`config.mk`:
```
export PLATFORM = sky130hd
export DESIGN_NAME = dwarf_line_program_decoder_core
export DESIGN_NICKNAME = d
export VERILOG_FILES = /design/src/hw/rtl/dlpd_pkg.sv /design/src/hw/rtl/dwarf_line_program_decoder_core.sv /design/src/hw/rtl/dlpd_front.sv /design/src/hw/rtl/dlpd_exec.sv
export SDC_FILE = /design/constraint.sdc
export NUM_CORES = 2
export LEC_CHECK = 0
export ABC_AREA = 1
export BUFFER_PORTS_ARGS = -buffer_cell sky130_fd_sc_hd__buf_2
export CAP_MARGIN = 15
export CORE_MARGIN = 3
export CORE_UTILIZATION = 25
export DETAILED_ROUTE_END_ITERATION = 16
export RECOVER_POWER = 100
export SLEW_MARGIN = 40
export SYNTH_ARGS = -nofsm -noshare
export SYNTH_HDL_FRONTEND = slang
export SYNTH_HIERARCHICAL = 1
export SYNTH_SLANG_ARGS = --single-unit
```
`constraint.sdc`:
```
create_clock -name aclk -period 18.4 [get_ports aclk]
set_input_delay 1.84 -clock aclk [delete_from_list [all_inputs] [get_ports aclk]]
set_output_delay 1.84 -clock aclk [all_outputs]
set_load 0.02 [all_outputs]
```
`src/hw/rtl/dlpd_pkg.sv`:
```
// ----------------------------------------------------------------------------
// dlpd_pkg
// Shared types and constants of the line-number program decoder.
// ----------------------------------------------------------------------------
package dlpd_pkg;

    localparam int ADDR_W    = 64;
    localparam int LINE_W    = 32;
    localparam int CFG_IDX_W = 3;
    localparam int Q_DEPTH   = 4;
    localparam int Q_AW      = 2;

    localparam logic [CFG_IDX_W-1:0] CFG_MIN_LEN    = 3'd0;
    localparam logic [CFG_IDX_W-1:0] CFG_MAX_OPS    = 3'd1;
    localparam logic [CFG_IDX_W-1:0] CFG_DEF_STMT   = 3'd2;
    localparam logic [CFG_IDX_W-1:0] CFG_LINE_BASE  = 3'd3;
    localparam logic [CFG_IDX_W-1:0] CFG_LINE_RANGE = 3'd4;
    localparam logic [CFG_IDX_W-1:0] CFG_OP_BASE    = 3'd5;

    localparam logic [1:0] ST_ROW     = 2'd0;
    localparam logic [1:0] ST_FINAL   = 2'd1;
    localparam logic [1:0] ST_UNKNOWN = 2'd2;
    localparam logic [1:0] ST_BADLEN  = 2'd3;

    localparam logic [7:0] OP_EXTENDED      = 8'd0;
    localparam logic [7:0] OP_COPY          = 8'd1;
    localparam logic [7:0] OP_ADVANCE_PC    = 8'd2;
    localparam logic [7:0] OP_ADVANCE_LINE  = 8'd3;
    localparam logic [7:0] OP_SET_FILE      = 8'd4;
    localparam logic [7:0] OP_SET_COLUMN    = 8'd5;
    localparam logic [7:0] OP_NEGATE_STMT   = 8'd6;
    localparam logic [7:0] OP_BASIC_BLOCK   = 8'd7;
    localparam logic [7:0] OP_CONST_ADD_PC  = 8'd8;
    localparam logic [7:0] OP_FIXED_ADV_PC  = 8'd9;
    localparam logic [7:0] OP_PROLOGUE_END  = 8'd10;
    localparam logic [7:0] OP_EPILOGUE_BEG  = 8'd11;
    localparam logic [7:0] OP_SET_ISA       = 8'd12;
    localparam logic [7:0] EXT_END_SEQ      = 8'd1;
    localparam logic [7:0] EXT_SET_ADDRESS  = 8'd2;
    localparam logic [7:0] SPECIAL_TOP      = 8'd255;

    typedef enum logic [2:0] {
        PH_OPCODE, PH_ULEB, PH_FIXED, PH_EXT_LEN, PH_EXT_OP, PH_EXT_BODY
    } phase_t;

    typedef enum logic [3:0] {
        S_IDLE, S_DIVA, S_ADV, S_DIVB, S_DIVC, S_MUL, S_ADD, S_EMIT
    } state_t;

    typedef enum logic {K_SPECIAL, K_ADVANCE} kind_t;

    typedef struct packed {
        logic [7:0] min_len;
        logic [7:0] max_ops;
        logic       def_stmt;
        logic [7:0] line_base;
        logic [7:0] line_range;
        logic [7:0] op_base;
    } cfg_t;

    typedef struct packed {
        logic       fin;
        logic [7:0] data;
    } item_t;

endpackage

```
`src/hw/rtl/dwarf_line_program_decoder_core.sv`:
```
// ----------------------------------------------------------------------------
// dwarf_line_program_decoder_core
// Line-number program decoder: byte queue, configuration registers and engine.
// ----------------------------------------------------------------------------
// a word is registered in the queue when accepted; a plain byte is consumed
//   in S_IDLE, one with results then sends them one at a time from S_EMIT
// special opcode / const_add_pc: S_DIVA, S_ADV, S_MUL, S_ADD, with S_DIVB and
//   S_DIVC before S_MUL if max_ops_per_instr > 1; advance_pc enters at S_ADV
// input: one word per cycle into a 4-word queue while s_tready is high
// reset: synchronous active-low aresetn restores control state and config
module dwarf_line_program_decoder_core (
    input  logic        aclk,
    input  logic        aresetn,
    input  logic        s_tvalid,
    output logic        s_tready,
    input  logic [7:0]  s_tdata,   // program_byte
    input  logic        s_tlast,   // final_byte
    output logic        m_tvalid,
    input  logic        m_tready,
    output logic [95:0] m_tdata,   // row_address, row_line
    output logic [1:0]  m_tuser,   // status
    output logic        m_tlast,   // last_in_run
    input  logic        cfg_wr_en,
    input  logic [2:0]  cfg_index,
    input  logic [7:0]  cfg_wdata
);
    import dlpd_pkg::*;

    cfg_t              cfg_reg;
    item_t             item;
    logic              item_valid, item_pop;
    logic [ADDR_W-1:0] res_addr;
    logic [LINE_W-1:0] res_line;

    always_ff @(posedge aclk) begin
        if (!aresetn) begin
            cfg_reg <= '{min_len: 8'd1, max_ops: 8'd1, def_stmt: 1'b1,
                         line_base: 8'hFB, line_range: 8'd14, op_base: 8'd13};
        end else if (cfg_wr_en) begin
            case (cfg_index)
                CFG_MIN_LEN:    cfg_reg.min_len    <= cfg_wdata;
                CFG_MAX_OPS:    cfg_reg.max_ops    <= cfg_wdata;
                CFG_DEF_STMT:   cfg_reg.def_stmt   <= cfg_wdata[0];
                CFG_LINE_BASE:  cfg_reg.line_base  <= cfg_wdata;
                CFG_LINE_RANGE: cfg_reg.line_range <= cfg_wdata;
                CFG_OP_BASE:    cfg_reg.op_base    <= cfg_wdata;
                default: ;
            endcase
        end
    end

    dlpd_front u_front (
        .aclk       (aclk),
        .aresetn    (aresetn),
        .s_tvalid   (s_tvalid),
        .s_tready   (s_tready),
        .s_tdata    (s_tdata),
        .s_tlast    (s_tlast),
        .item_valid (item_valid),
        .item       (item),
        .item_pop   (item_pop)
    );

    dlpd_exec u_exec (
        .aclk       (aclk),
        .aresetn    (aresetn),
        .cfg        (cfg_reg),
        .item_valid (item_valid),
        .item       (item),
        .item_pop   (item_pop),
        .m_tvalid   (m_tvalid),
        .m_tready   (m_tready),
        .res_addr   (res_addr),
        .res_line   (res_line),
        .res_status (m_tuser),
        .m_tlast    (m_tlast)
    );

    assign m_tdata = {32'(res_line), 64'(res_addr)};

endmodule

```
`src/hw/rtl/dlpd_front.sv`:
```
// ----------------------------------------------------------------------------
// dlpd_front
// Input side: takes program bytes and queues them for the execution engine.
// ----------------------------------------------------------------------------
module dlpd_front (
    input  logic            aclk,
    input  logic            aresetn,
    input  logic            s_tvalid,
    output logic            s_tready,
    input  logic [7:0]      s_tdata,   // program_byte
    input  logic            s_tlast,   // final_byte
    output logic            item_valid,
    output dlpd_pkg::item_t item,
    input  logic            item_pop
);
    import dlpd_pkg::*;

    item_t          q_mem_reg [Q_DEPTH];
    logic [Q_AW-1:0] wr_ptr_reg, wr_ptr_next, rd_ptr_reg, rd_ptr_next;
    logic [Q_AW:0]   cnt_reg, cnt_next;
    logic            push, pop;

    assign s_tready   = (cnt_reg != Q_AW'(0) + (Q_AW+1)'(Q_DEPTH));
    assign item_valid = (cnt_reg != '0);
    assign item       = q_mem_reg[rd_ptr_reg];
    assign push       = s_tvalid && s_tready;
    assign pop        = item_pop && item_valid;

    always_comb begin
        wr_ptr_next = push ? wr_ptr_reg + 1'b1 : wr_ptr_reg;
        rd_ptr_next = pop ? rd_ptr_reg + 1'b1 : rd_ptr_reg;
        cnt_next    = cnt_reg + (Q_AW+1)'(push) - (Q_AW+1)'(pop);
    end

    always_ff @(posedge aclk) begin
        if (!aresetn) begin
            wr_ptr_reg <= '0;
            rd_ptr_reg <= '0;
            cnt_reg    <= '0;
        end else begin
            wr_ptr_reg <= wr_ptr_next;
            rd_ptr_reg <= rd_ptr_next;
            cnt_reg    <= cnt_next;
        end
    end

    always_ff @(posedge aclk) begin
        if (push) begin
            q_mem_reg[wr_ptr_reg] <= '{fin: s_tlast, data: s_tdata};
        end
    end

endmodule

```
`src/hw/rtl/dlpd_exec.sv`:
```
// ----------------------------------------------------------------------------
// dlpd_exec
// Execution engine: opcode parser, line registers, serial divider for address and
// line advances and the result output register.
// ----------------------------------------------------------------------------
module dlpd_exec (
    input  logic                        aclk,
    input  logic                        aresetn,
    input  dlpd_pkg::cfg_t              cfg,
    input  logic                        item_valid,
    input  dlpd_pkg::item_t             item,
    output logic                        item_pop,
    output logic                        m_tvalid,
    input  logic                        m_tready,
    output logic [dlpd_pkg::ADDR_W-1:0] res_addr,
    output logic [dlpd_pkg::LINE_W-1:0] res_line,
    output logic [1:0]                  res_status,
    output logic                        m_tlast
);
    import dlpd_pkg::*;

    state_t              state_reg, state_next;
    phase_t              phase_reg, phase_next;
    kind_t               kind_reg, kind_next;
    logic [ADDR_W-1:0]   addr_reg, addr_next;
    logic [7:0]          opi_reg, opi_next;
    logic [LINE_W-1:0]   line_reg, line_next;
    logic [31:0]         file_reg, file_next, col_reg, col_next, view_reg, view_next;
    logic                stmt_reg, stmt_next, bb_reg, bb_next, halt_reg, halt_next;
    logic [7:0]          pend_reg, pend_next;
    logic [63:0]         acc_reg, acc_next;
    logic [6:0]          sh_reg, sh_next;
    logic [31:0]         rem_reg, rem_next;
    logic                fin_reg, fin_next;
    logic [63:0]         adv_reg, adv_next, q1_reg, q1_next, qsum_reg, qsum_next;
    logic [LINE_W-1:0]   inc_reg, inc_next;
    logic [ADDR_W-1:0]   delta_reg, delta_next;
    logic [63:0]         dq_reg, dq_next;
    logic [7:0]          dr_reg, dr_next, dd_reg, dd_next;
    logic [6:0]          dcnt_reg, dcnt_next;
    logic                e1_reg, e1_next, et_reg, et_next, ef_reg, ef_next;
    logic [1:0]          e1st_reg, e1st_next;
    logic                mv_reg, mv_next, ml_reg, ml_next;
    logic [ADDR_W-1:0]   ma_reg, ma_next;
    logic [LINE_W-1:0]   mln_reg, mln_next;
    logic [1:0]          mst_reg, mst_next;

    logic [8:0]  rr;
    logic        ge;
    logic [7:0]  r_step, lr, mx, b;
    logic [63:0] q_step, v;
    logic [71:0] prod;
    logic [31:0] inc32;
    logic [8:0]  s9;
    logic        fin, done, row_v, out_free, leb_end;
    logic [1:0]  row_st;

    assign m_tvalid   = mv_reg;
    assign res_addr   = ma_reg;
    assign res_line   = mln_reg;
    assign res_status = mst_reg;
    assign m_tlast    = ml_reg;

    // one quotient bit per cycle
    assign rr     = {dr_reg, dq_reg[63]};
    assign ge     = rr >= {1'b0, dd_reg};
    assign r_step = ge ? 8'(rr - {1'b0, dd_reg}) : rr[7:0];
    assign q_step = {dq_reg[62:0], ge};
    assign lr     = (cfg.line_range == '0) ? 8'd1 : cfg.line_range;
    assign mx     = (cfg.max_ops == '0) ? 8'd1 : cfg.max_ops;
    assign prod   = qsum_reg * cfg.min_len;
    assign inc32  = {24'd0, r_step} + {{24{cfg.line_base[7]}}, cfg.line_base};
    assign s9     = {1'b0, r_step} + {1'b0, opi_reg};
    assign out_free = !mv_reg || m_tready;
    assign b      = item.data;

    always_comb begin
        state_next = state_reg;  phase_next = phase_reg; kind_next = kind_reg;
        addr_next = addr_reg;    opi_next = opi_reg;     line_next = line_reg;
        file_next = file_reg;    col_next = col_reg;     view_next = view_reg;
        stmt_next = stmt_reg;    bb_next = bb_reg;       halt_next = halt_reg;
        pend_next = pend_reg;    acc_next = acc_reg;     sh_next = sh_reg;
        rem_next = rem_reg;      fin_next = fin_reg;     adv_next = adv_reg;
        q1_next = q1_reg;        qsum_next = qsum_reg;   inc_next = inc_reg;
        delta_next = delta_reg;  dq_next = dq_reg;       dr_next = dr_reg;
        dd_next = dd_reg;        dcnt_next = dcnt_reg;
        e1_next = e1_reg; e1st_next = e1st_reg; et_next = et_reg; ef_next = ef_reg;
        mv_next = mv_reg && !m_tready;
        ma_next = ma_reg; mln_next = mln_reg; mst_next = mst_reg; ml_next = ml_reg;
        item_pop = 1'b0;
        done = 1'b0; row_v = 1'b0; row_st = ST_ROW;
        fin = fin_reg; leb_end = 1'b0; v = '0;

        case (state_reg)
            S_IDLE: begin
                if (item_valid) begin
                    item_pop = 1'b1;
                    fin      = item.fin;
                    done     = 1'b1;
                    if (!halt_reg) begin
                        case (phase_reg)
                            PH_ULEB, PH_EXT_LEN: begin
                                if (sh_reg < 7'd64) begin
                                    acc_next = acc_reg | (64'(b[6:0]) << sh_reg[5:0]);
                                    sh_next  = sh_reg + 7'd7;
                                end
                                leb_end = !b[7];
                            end
                            default: ;
                        endcase
                        case (phase_reg)
                            PH_ULEB: begin
                                if (leb_end) begin
                                    v = acc_next;
                                    case (pend_reg)
                                        OP_ADVANCE_PC: begin
                                            adv_next  = v;
                                            kind_next = K_ADVANCE;
                                            state_next = S_ADV;
                                            done = 1'b0;
                                        end
                                        OP_ADVANCE_LINE: begin
                                            if (sh_next < 7'd64 && b[6]) begin
                                                v = v | ({64{1'b1}} << sh_next[5:0]);
                                            end
                                            line_next = line_reg + v[LINE_W-1:0];
                                        end
                                        OP_SET_FILE:   file_next = v[31:0];
                                        OP_SET_COLUMN: col_next = v[31:0];
                                        default: ;
                                    endcase
                                    phase_next = PH_OPCODE; pend_next = '0;
                                    acc_next = '0; sh_next = '0; rem_next = '0;
                                end
                            end
                            PH_FIXED: begin
                                acc_next = acc_reg | (64'(b) << (sh_reg[3] ? 4'd8 : 4'd0));
                                sh_next  = sh_reg + 7'd8;
                                if (sh_next >= 7'd16) begin
                                    addr_next = addr_reg + acc_next[ADDR_W-1:0];
                                    opi_next  = '0;
                                    phase_next = PH_OPCODE; pend_next = '0;
                                    acc_next = '0; sh_next = '0; rem_next = '0;
                                end
                            end
                            PH_EXT_LEN: begin
                                if (leb_end) begin
                                    if (acc_next == '0) begin
                                        row_v = 1'b1; row_st = ST_BADLEN;
                                        phase_next = PH_OPCODE; pend_next = '0;
                                        acc_next = '0; sh_next = '0; rem_next = '0;
                                    end else begin
                                        v = acc_next - 64'd1;
                                        rem_next = (v[63:32] != '0) ? '1 : v[31:0];
                                        acc_next = '0; sh_next = '0;
                                        phase_next = PH_EXT_OP;
                                    end
                                end
                            end
                            PH_EXT_OP, PH_EXT_BODY: begin
                                if (phase_reg == PH_EXT_OP) begin
                                    pend_next = b;
                                end else begin
                                    if (pend_reg == EXT_SET_ADDRESS && sh_reg < 7'd64) begin
                                        acc_next = acc_reg | (64'(b) << sh_reg[5:0]);
                                    end
                                    if (sh_reg < 7'd72) sh_next = sh_reg + 7'd8;
                                    rem_next = rem_reg - 32'd1;
                                end
                                if (rem_next == '0) begin
                                    if (pend_next == EXT_END_SEQ) begin
                                        addr_next = '0; opi_next = '0; line_next = LINE_W'(1);
                                        file_next = 32'd1; col_next = '0;
                                        stmt_next = cfg.def_stmt; bb_next = 1'b0;
                                        view_next = '0;
                                    end else if (pend_next == EXT_SET_ADDRESS) begin
                                        addr_next = (sh_next > 7'd64) ? '0
                                                                      : acc_next[ADDR_W-1:0];
                                        view_next = '0; opi_next = '0;
                                    end
                                    phase_next = PH_OPCODE; pend_next = '0;
                                    acc_next = '0; sh_next = '0; rem_next = '0;
                                end else begin
                                    phase_next = PH_EXT_BODY;
                                end
                            end
                            default: begin
                                if (b >= cfg.op_base) begin
                                    dq_next = {8'(b - cfg.op_base), 56'd0};
                                    dr_next = '0; dd_next = lr; dcnt_next = 7'd8;
                                    kind_next = K_SPECIAL;
                                    state_next = S_DIVA; done = 1'b0;
                                    phase_next = PH_OPCODE; pend_next = '0;
                                    acc_next = '0; sh_next = '0; rem_next = '0;
                                end else begin
                                    case (b)
                                        OP_EXTENDED: begin
                                            phase_next = PH_EXT_LEN; pend_next = '0;
                                            acc_next = '0; sh_next = '0; rem_next = '0;
                                        end
                                        OP_COPY: view_next = view_reg + 32'd1;
                                        OP_ADVANCE_PC, OP_ADVANCE_LINE, OP_SET_FILE,
                                        OP_SET_COLUMN, OP_SET_ISA: begin
                                            phase_next = PH_ULEB; pend_next = b;
                                            acc_next = '0; sh_next = '0; rem_next = '0;
                                        end
                                        OP_NEGATE_STMT: stmt_next = !stmt_reg;
                                        OP_BASIC_BLOCK: bb_next = 1'b1;
                                        OP_CONST_ADD_PC: begin
                                            dq_next = {8'(SPECIAL_TOP - cfg.op_base), 56'd0};
                                            dr_next = '0; dd_next = lr; dcnt_next = 7'd8;
                                            kind_next = K_ADVANCE;
                                            state_next = S_DIVA; done = 1'b0;
                                        end
                                        OP_FIXED_ADV_PC: begin
                                            phase_next = PH_FIXED; pend_next = '0;
                                            acc_next = '0; sh_next = '0; rem_next = '0;
                                        end
                                        OP_PROLOGUE_END, OP_EPILOGUE_BEG: ;
                                        default: begin
                                            row_v = 1'b1; row_st = ST_UNKNOWN;
                                            halt_next = 1'b1;
                                        end
                                    endcase
                                end
                            end
                        endcase
                    end
                    fin_next = item.fin;
                end
            end
            S_DIVA: begin
                dq_next = q_step; dr_next = r_step; dcnt_next = dcnt_reg - 7'd1;
                if (dcnt_reg == 7'd1) begin
                    adv_next   = q_step;
                    inc_next   = inc32[LINE_W-1:0];
                    state_next = S_ADV;
                end
            end
            S_ADV: begin
                if (mx == 8'd1) begin
                    qsum_next  = adv_reg;
                    state_next = S_MUL;
                end else begin
                    dq_next = adv_reg; dr_next = '0; dd_next = mx; dcnt_next = 7'd64;
                    state_next = S_DIVB;
                end
            end
            S_DIVB: begin
                dq_next = q_step; dr_next = r_step; dcnt_next = dcnt_reg - 7'd1;
                if (dcnt_reg == 7'd1) begin
                    q1_next = q_step;
                    dq_next = {s9, 55'd0}; dr_next = '0; dcnt_next = 7'd9;
                    state_next = S_DIVC;
                end
            end
            S_DIVC: begin
                dq_next = q_step; dr_next = r_step; dcnt_next = dcnt_reg - 7'd1;
                if (dcnt_reg == 7'd1) begin
                    opi_next   = r_step;
                    qsum_next  = q1_reg + q_step;
                    state_next = S_MUL;
                end
            end
            S_MUL: begin
                delta_next = prod[ADDR_W-1:0];
                state_next = S_ADD;
            end
            S_ADD: begin
                done = 1'b1;
                addr_next = addr_reg + delta_reg;
                if (delta_reg != '0) view_next = '0;
                if (kind_reg == K_SPECIAL) begin
                    line_next = line_reg + inc_reg;
                    view_next = ((delta_reg != '0) ? 32'd0 : view_reg) + 32'd1;
                    if (opi_reg == '0) row_v = 1'b1;
                end
            end
            S_EMIT: begin
                if (e1_reg || et_reg || ef_reg) begin
                    if (out_free) begin
                        mv_next = 1'b1; ma_next = addr_reg; mln_next = line_reg;
                        if (e1_reg) begin
                            e1_next = 1'b0; mst_next = e1st_reg;
                            ml_next = !(et_reg || ef_reg);
                        end else if (et_reg) begin
                            et_next = 1'b0; mst_next = ST_BADLEN; ml_next = !ef_reg;
                        end else begin
                            ef_next = 1'b0; mst_next = ST_FINAL; ml_next = 1'b1;
                        end
                    end
                end else begin
                    if (fin_reg) begin
                        addr_next = '0; opi_next = '0; line_next = LINE_W'(1);
                        file_next = 32'd1; col_next = '0; stmt_next = cfg.def_stmt;
                        bb_next = 1'b0; view_next = '0; halt_next = 1'b0;
                        phase_next = PH_OPCODE; pend_next = '0;
                        acc_next = '0; sh_next = '0; rem_next = '0;
                    end
                    state_next = S_IDLE;
                end
            end
            default: state_next = S_IDLE;
        endcase

        if (done) begin
            e1_next   = row_v;
            e1st_next = row_st;
            et_next   = fin && !halt_next && (phase_next == PH_EXT_LEN ||
                        phase_next == PH_EXT_OP || phase_next == PH_EXT_BODY);
            ef_next   = fin && !halt_next;
            state_next = (row_v || fin) ? S_EMIT : S_IDLE;
        end
    end

    always_ff @(posedge aclk) begin
        if (!aresetn) begin
            state_reg <= S_IDLE;   phase_reg <= PH_OPCODE;
            addr_reg <= '0;        opi_reg <= '0;         line_reg <= LINE_W'(1);
            file_reg <= 32'd1;     col_reg <= '0;         view_reg <= '0;
            stmt_reg <= 1'b1;      bb_reg <= 1'b0;        halt_reg <= 1'b0;
            pend_reg <= '0;        acc_reg <= '0;         sh_reg <= '0;
            rem_reg <= '0;         fin_reg <= 1'b0;
            e1_reg <= 1'b0;        et_reg <= 1'b0;        ef_reg <= 1'b0;
            mv_reg <= 1'b0;
        end else begin
            state_reg <= state_next; phase_reg <= phase_next;
            addr_reg <= addr_next;   opi_reg <= opi_next;   line_reg <= line_next;
            file_reg <= file_next;   col_reg <= col_next;   view_reg <= view_next;
            stmt_reg <= stmt_next;   bb_reg <= bb_next;     halt_reg <= halt_next;
            pend_reg <= pend_next;   acc_reg <= acc_next;   sh_reg <= sh_next;
            rem_reg <= rem_next;     fin_reg <= fin_next;
            e1_reg <= e1_next;       et_reg <= et_next;     ef_reg <= ef_next;
            mv_reg <= mv_next;
        end
    end

    always_ff @(posedge aclk) begin
        kind_reg <= kind_next;   adv_reg <= adv_next;   q1_reg <= q1_next;
        qsum_reg <= qsum_next;   inc_reg <= inc_next;   delta_reg <= delta_next;
        dq_reg <= dq_next;       dr_reg <= dr_next;     dd_reg <= dd_next;
        dcnt_reg <= dcnt_next;   e1st_reg <= e1st_next;
        ma_reg <= ma_next;       mln_reg <= mln_next;   mst_reg <= mst_next;
        ml_reg <= ml_next;
    end

endmodule

```
==> flow_summary.yaml <==
outcome:
  outcome: "complete, but fails checks"
  violations: "capacitance limit, slew limit"
critical_path:
  crit_chain: "clkbuf_1, clkinvlp_2, ha_1, nor3_1, and2_0, nand2_1, nand3_1, nor2_1, nand3_2, clkbuf_1, inv_1, clkbuf_1, o21ai_0, a31oi_1"
  critPathMaxFanout: 83
  critPathBufInv: 5
  critical-path-top-delay-family: "buffers and inverters"
  crit_type: "reg -> reg"
  required_ns: 18.91
  timing.rr.start: "u_exec/sh_reg[4]"
  crit_arrival_ns: 11.36
  crit_path_end_kind: "flop"
  path_common_cell: "clkbuf_1"
  crit_path_start: "u_exec/sh_reg[4]"
  critPathMaxStageDelay_ns: 2.17
  worstSetupStartpointType: "flop"
  slowest_stage: "clkinvlp_2"
layout:
  nFillCells: 29900
  seqCellArea_sq_um: 20300
  finalNonFillerCells: 13000
  layout_common_cells: "nand2_1 (2125), inv_1 (1463), nor2_1 (820)"
  multi_input_area_sq_um: 41000
  drive_gt1_share_pct: 4.42
  nNetsFinal: 10100
  final_common_cell: "nand2_1"
  area_growth_pct: 10.4
route:
  wl_met1_mm: 123
  totalWireLength_mm: 278
  met2_length_mm: 116
  drt_iter0_drc: 7886
  routed-wl-met3_mm: 27.6
  ant_nets: 0
  vias: 65900
  wl_per_cell_um: 21.4
  highest_layer: "met5"
  via_per_inst: 5.08
  post-route-drc-count: 0
  drt-pass1-iter-count: 8
global_route:
  grt.overflow.total: 0
  antenna_found_initial: 22
  grt_pass1_vias: 61000
  grt_use_total_pct: 19.1
  grt_max_degree: 86
  grt_pass1_wl_mm: 406
sta:
  worst_pin_slew_ns: 4.89
  final.setup.tns_ns: 0
  hold_viol: 0
  fin_skew_ns: 0.0419
  max-slew-margin-rel_pct: -226
  fmax_mhz: 92.1
  period_needed_ns: 10.86
  setup_viol: 0
  rsz0062_at_grt: "false"
  finalMaxSlewViolations: 1378
  period_share_pct: 59.0
clocking:
  root_buffer: "clkbuf_16"
  cts_hold_buffers: 0
  clkLatencyLatePin_ns: 0.78
  cts_tree: "built"
  cts-resized-gates: 0
  numCtsBuffers: 92
  htree_levels: 3
  clock_path_buffers: 3
  cts.sinks: 767
  cts.clk_slew.worst_paths_ns: 0.06
  post_cts_buffers: 0
placed_design:
  dp_hpwl_mm: 218
  numPortBuffers: 125
  dp_cells: 12800
  gp_congestion: 1.02
hold_path:
  hp-class: "reg -> reg"
  hp-start: "u_exec/acc_reg[14]"
logic_synthesis:
  netlist_area_sq_um: 68500
  syn_nets: 10100
  syn-mean-instance-area_sq_um: 7.29
  yosys_warnings: 6
  synth_cells: 9387
floorplan:
  start_util_pct: 25.2
  top_level_ports: 126
  die_area_sq_um: 280000
  core_sq_um: 272000
  die_height_um: 529
  dieWidth_um: 529
  rows: 191
pwr:
  powerDensity_nw_per_um2: 175
  ir_drop_mv: 0.256
  power_leakage_uw: 0.0321
job:
  maxCapViolCount: 29
==> worst register-to-register path: stages, from the launching register on <==
cell and delay [ns]:
dfxtp_1 0.53, clkbuf_1 1.25, clkinvlp_2 2.19, ha_1 1.01, nor3_1 0.20, and2_0 0.26
nand2_1 0.15, nand3_1 0.15, nor2_1 0.06, nand3_2 0.07, clkbuf_1 1.67, inv_1 0.88
clkbuf_1 1.40, o21ai_0 0.71, a31oi_1 0.07
==> worst paths after layout <==
kind	slack, ns	cells after the start	to
worst max-delay path	7.54	14	u_exec/addr_reg[44]
worst min-delay path	0.47	2	u_exec/acc_reg[14]
worst max register to register	7.54	14	u_exec/addr_reg[44]
worst min register to register	0.47	2	u_exec/acc_reg[14]
==> routing by layer <==
layer  up-vias  track usage [%]
met3       484             4.36
met1     31500             26.9
met4        16             6.70
met5         -                0
met2      3145             28.4
li1      30800                -
==> where the power goes <==
group	total (uW)	internal, uW	leakage [uW]	switching (uW)
registers	2870	2410	0.00683	457
clock network	1960	1110	0.00151	850
logic	8430	2440	0.0237	5990
total	13300	5960	0.0321	7300
==> cell type report <==
| type | instances | area share, % |
|---|---|---|
| flip-flops and latches | 767 | 26.8 |
| well taps | 3570 | 5.91 |
| clock inverters | 52 | 0.901 |
| repair buffers | 205 | 1.29 |
| multi-input cells | 6756 | 54.3 |
| diodes | 9 | 0.0298 |
| inverters | 1494 | 7.44 |
| clock buffers | 119 | 3.27 |
==> per-stage QoR <==
step / cell area [sq um] / util, % / hold slack [ns] / power [uW] / setup slack [ns]
finish: 75600 / 27.8 / 0.473 / 13300 / 7.54
global route: 75600 / 27.8 / 0.490 / 14100 / 6.85
CTS: 75900 / 27.9 / 0.469 / 13100 / 12.08
detailed placement: 72800 / 26.8 / 0.460 / 11100 / 12.12
global placement: 72700 / 26.7 / 0.455 / 11100 / 12.15
floorplan: 68500 / - / 0.435 / 8340 / 2.75
Note: power is estimated with default switching activity, not from simulation.
